### config.mk
export PLATFORM = sky130hd
export DESIGN_NAME = npcm_cell
export DESIGN_NICKNAME = d
export VERILOG_FILES = /design/src/hdl/npcm_pkg.sv /design/src/hdl/npcm_cell.sv
export SDC_FILE = /design/constraint.sdc
export NUM_CORES = 1
export LEC_CHECK = 0
export ABC_AREA = 0
export ABC_CLOCK_PERIOD_IN_PS = 17100
export BUFFER_PORTS_ARGS = -buffer_cell sky130_fd_sc_hd__buf_2
export CORE_MARGIN = 2
export CORE_UTILIZATION = 59
export CTS_BUF_LIST = sky130_fd_sc_hd__clkbuf_8 sky130_fd_sc_hd__clkbuf_16
export DETAILED_ROUTE_END_ITERATION = 8
export GPL_TIMING_DRIVEN = 0
export MAX_ROUTING_LAYER = met4
export PLACE_DENSITY = 0.93
export SYNTH_ARGS = -nofsm -noshare
export SYNTH_HDL_FRONTEND = slang
export SYNTH_SLANG_ARGS = --single-unit
export TNS_END_PERCENT = 20
### constraint.sdc
create_clock -name clock -period 17.1 [get_ports clock]
set_input_delay 2.565 -clock clock [delete_from_list [all_inputs] [get_ports clock]]
set_output_delay 2.565 -clock clock [all_outputs]
set_load 0.005 [all_outputs]
### src/hdl/npcm_pkg.sv
package npcm_pkg;

   localparam int COLOR_W = 24;
   localparam int SAD_W   = 10;

   localparam logic [1:0] CMD_CLEAR = 2'd0;
   localparam logic [1:0] CMD_ADD   = 2'd1;

   localparam logic [2:0] ST_MAPPED  = 3'd0;
   localparam logic [2:0] ST_ADDED   = 3'd1;
   localparam logic [2:0] ST_DUP     = 3'd2;
   localparam logic [2:0] ST_FULL    = 3'd3;
   localparam logic [2:0] ST_CLEARED = 3'd4;
   localparam logic [2:0] ST_EMPTY   = 3'd5;

   typedef struct packed {
      logic [1:0] cmd;
      logic [7:0] comp_a;
      logic [7:0] comp_b;
      logic [7:0] comp_c;
   } npcm_req_type;

   typedef struct packed {
      logic [2:0] status;
      logic [7:0] out_a;
      logic [7:0] out_b;
      logic [7:0] out_c;
   } npcm_rsp_type;

   typedef struct packed {
      logic               active;
      logic [1:0]         cmd;
      logic [COLOR_W-1:0] color;
      logic [COLOR_W-1:0] best;
      logic [SAD_W-1:0]   best_d;
      logic               found;
      logic               added;
   } npcm_token_type;

   function automatic logic [7:0] absdiff8(input logic [7:0] x, input logic [7:0] y);
      return (x > y) ? (x - y) : (y - x);
   endfunction

   function automatic logic [SAD_W-1:0] sad24(input logic [COLOR_W-1:0] p,
                                              input logic [COLOR_W-1:0] q);
      logic [7:0] da;
      logic [7:0] db;
      logic [7:0] dc;
      da = absdiff8(p[23:16], q[23:16]);
      db = absdiff8(p[15:8], q[15:8]);
      dc = absdiff8(p[7:0], q[7:0]);
      return SAD_W'(da) + SAD_W'(db) + SAD_W'(dc);
   endfunction

endpackage

### src/hdl/npcm_cell.sv
module npcm_cell
   import npcm_pkg::*;
#(
   parameter int COUNT_W    = 9,
   parameter int CELL_INDEX = 0
) (
   input  logic           clock,
   input  logic           reset,
   input  logic [COUNT_W-1:0] count,
   input  npcm_token_type tok_in,
   output npcm_token_type tok_out
);

   logic [COLOR_W-1:0] entry_ff;
   npcm_token_type     tok_ff;
   npcm_token_type     tok_in_next;
   logic               slot_live;
   logic               slot_free;
   logic               is_add;
   logic               do_write;
   logic [SAD_W-1:0]   d;

   assign slot_live = COUNT_W'(CELL_INDEX) < count;
   assign slot_free = COUNT_W'(CELL_INDEX) == count;
   assign is_add    = (tok_in.cmd == CMD_ADD);
   assign do_write  = tok_in.active && is_add && slot_free && !tok_in.found;
   assign d         = sad24(tok_in.color, entry_ff);

   always_comb begin
      tok_in_next = tok_in;
      if (tok_in.active && slot_live) begin
         if (is_add) begin
            if (entry_ff == tok_in.color) begin
               tok_in_next.found = 1'b1;
            end
         end else if (tok_in.cmd != CMD_CLEAR) begin
            if ((d < tok_in.best_d) || ((d == tok_in.best_d) && (entry_ff < tok_in.best))) begin
               tok_in_next.best   = entry_ff;
               tok_in_next.best_d = d;
            end
         end
      end
      if (do_write) begin
         tok_in_next.added = 1'b1;
      end
   end

   always_ff @(posedge clock) begin
      if (do_write) begin
         entry_ff <= tok_in.color;
      end
   end

   always_ff @(posedge clock) begin
      if (reset) begin
         tok_ff <= '0;
      end else begin
         tok_ff <= tok_in_next;
      end
   end

   assign tok_out = tok_ff;

endmodule

==> metrics.md <==
| Metric | Value |
|---|---|
| Final slew viol count | `0` |
| Clock latency on the worst-skew pair | `approximately 370 ps` |
| Area of the core | `just under 0.01 mm^2` |
| Critical path peak fanout | `10` |
| CP Depth | `27` |
| CP arrival | `roughly 9000 ps` |
| Port Buf Inserts | `135` |
| Crit share post-route | `0.5279` |
| Ant. Diodes | `0` |
| VDD IR-drop max | `approximately 0.048 mV` |
| Routed WL | `16.27 mm` |
| Worst rel slew slack | `0.4990` |
| Cell family contributing the most delay on the critical path | `compound AO/OA/AOI/OAI gates` |
| Critical path class | `input port to flop` |
| Hold Path Class | `flop to flop` |
| Syn avg cell area | `9.443 um^2` |
| Max-cap viol count | `0` |
| Setup TNS | `0 ps` |
| Leakage | `3.700 nW` |
| Sequential power share | `0.370` |
| Largest net degree at the start of global routing | `14` |
| Clock slew at reported path FFs | `90 ps` |
| Final worst path period need | `9027 ps` |
| Die Area | `0.01100 mm^2` |
| Final cell count without fillers | `922` |
| Initial antenna violation count | `0` |
| Row cnt | `36` |
| Synthesis-to-finish area growth | `17.90%` |
| Internal | `418.0 uW` |
| Post-CTS sizing | `0` |
| Synthesized area | `around 0.0060 mm^2` |
| Slowest cell delay on critical path | `490 ps` |
| Global routing usage on met2 | `0.5042` |
| Vias in the first global route | `5358` |
| Fin area | `0.007081 mm^2` |
| YS warnings | `0` |
| Initial Utilization | `0.6116` |
| Status | `finished clean` |
| Pwr dens | `90.13 mW/mm^2` |
| Asr flop ratio synth | `0` |
| Root Driver | `clkbuf_8` |
| Initial DRT Pass Iterations | `8` |
| Routed len/inst | `17.65 um` |
| Switching Fraction | `0.3450` |
| Clk pwr share | `0.240` |
| Hold Vio Cnt, Final | `0` |
| Placed Cells | `approximately 910` |
| Vias | `5316` |
| Number of synthesized flops with an enable pin | `24` |
| Die width | `104.9 um` |
| CP required | `17330 ps` |
| Gr ovfl total | `0` |
| Setup ws final | `just over 8000 ps` |
| Post-synthesis sequential area ratio | `0.3300` |
| Die Span Y | `104.9 um` |
| Max Freq | `110.8 MHz` |
| Hold Path Depth | `2` |
| Worst R2R Path Depth | `24` |
| Core Util, Final | `0.7211` |
| Gpl congestion | `0.9029` |
| CP endpoint kind | `flop` |
| I/O pins | `137` |
| Post-DRT Antenna Nets | `0` |
| Psw | `220.2 uW` |
| Syn_nets | `about 800` |
| Fin nets | `about 960` |
| Vias/cell | `5.766` |
| Sink Count | `87` |
| Measured slew at the worst slew-check pin | `751.5 ps` |
| Htree depth | `3` |
| Post-CTS Hold Buffers | `0` |
| RSZ-0062 raised after global routing | `no` |
| WP buf/inv | `4` |
| Slowest cell on the critical path | `clkbuf_1` |
| HPWL after DPL | `12.82 mm` |
| Total GRT Usage | `0.3050` |
| Synth Flop Type | `dfxtp_1` |
| Setup slack at placement | `roughly 7700 ps` |
| Number of post-CTS setup repair buffers | `0` |
| GR Util met1 | `0.3677` |
| Startpoint types | `input port` |
| Clock skew | `11.07 ps` |
| Logic pwr share | `0.389` |
| Placed Area | `0.006875 mm^2` |
| Mapped Cells | `636` |
| Most Crowded Layer GR | `met2` |
| Cts bufs inserted | `9` |
| CTS tree | `built` |
| Hold WS | `603.5 ps` |
| Overall power | `638.2 uW` |
| DR iter-0 viols | `between 300 and 400` |
| CTS max path bufs | `2` |
| Fraction of layout instances using a drive strength above 1 | `0.2269` |
| Post-route DRC violation count | `0` |
| Synth cell types | `50` |
| Finish-stage setup viols | `0` |
| Flops & latches, synth | `between 80 and 90` |
| First-pass GRT wire length | `about 26 mm` |
| M3 GR Usage | `0.05115` |
==> registers in the layout, indices dropped and copies added, names as in the netlist <==
signal,cells
entry_ff,24
tok_out,63
==> cell families after synthesis <==
logic type / Yosys count / share of synthesized area
AOI/OAI and AO/OA: 151 / 0.1794
xor gates and xnor gates: 23 / 0.03354
adders and majority gates: 100 / 0.2271
buffers and inverters: 132 / 0.08417
DFF: 87 / 0.3300
muxes: 33 / 0.05833
and+or+nand+nor: 110 / 0.08750
==> final cells by class <==
class	instances	area [um^2]
Fill cell	757	2739
Multi-Input combinational cell	417	3523
Timing Repair Buffer	137	698.2
Inverter	109	409.1
Tap cell	133	166.4
Sequential cell	87	1982
Buffer	23	96.34
Clock buffer	9	123.9
Clock inverter	7	81.33
==> path summary, 6_finish.rpt <==
| check | from | to | slack [ps] |
|---|---|---|---|
| worst min-delay path | entry_ff[15] | tok_out[27] | 600 |
| worst max-delay path | tok_in[52] | tok_out[29] | 8070 |
| worst max register to register | entry_ff[17] | tok_out[29] | 9960 |
| worst min register to register | entry_ff[15] | tok_out[27] | 600 |
==> cells in the final DEF, fill, tap and decap left out, drive strengths merged, types with 15 or more instances in the layout <==
cell,netlist,layout
buf,9,146
inv,108,111
ha,85,85
dfxtp,63,63
a21oi,44,44
nor2,33,33
nand2,32,32
o211ai,27,27
o41ai,25,25
edfxtp,24,24
a21o,24,24
mux2i,23,23
clkbuf,14,23
xnor2,15,15
fa,15,15
==> Yosys cell counts (21+ instances only) <==
| master | n | area share |
|---|---|---|
| nand2_1 | 32 | 0.020 |
| dfxtp_1 | 63 | 0.21 |
| a21oi_1 | 44 | 0.037 |
| ha_1 | 85 | 0.18 |
| edfxtp_1 | 24 | 0.12 |
| nor2_1 | 32 | 0.020 |
| o41ai_1 | 25 | 0.036 |
| inv_1 | 108 | 0.068 |
| o211ai_1 | 27 | 0.034 |
| mux2i_1 | 23 | 0.038 |
| a21o_1 | 21 | 0.026 |
==> power by group through the flow <==
| stage | logic (mW) | clock network [mW] | registers, mW |
|---|---|---|---|
| CTS | 0.245 | 0.155 | 0.236 |
| detailed placement | 0.243 | 0 | 0.241 |
| floorplan | 0.162 | 0 | 0.244 |
| global route | 0.274 | 0.164 | 0.238 |
| finish | 0.248 | 0.153 | 0.236 |
| global placement | 0.231 | 0 | 0.240 |
==> per-layer routing <==
layer | routed length, um | vias up
met2 | 7868 | 237
met3 | 1077 | 58
met5 | 0 | -
met1 | 6676 | 2508
met4 | 649 | 0
li1 | - | 2513
==> tightest hold or removal path: cells and delay by family, from the launching register on <==
family | cells | cell delay, ps
flip-flops | 1 | 400
AO/OA/AOI/OAI | 2 | 180
Note: power is estimated with default switching activity, not from simulation.
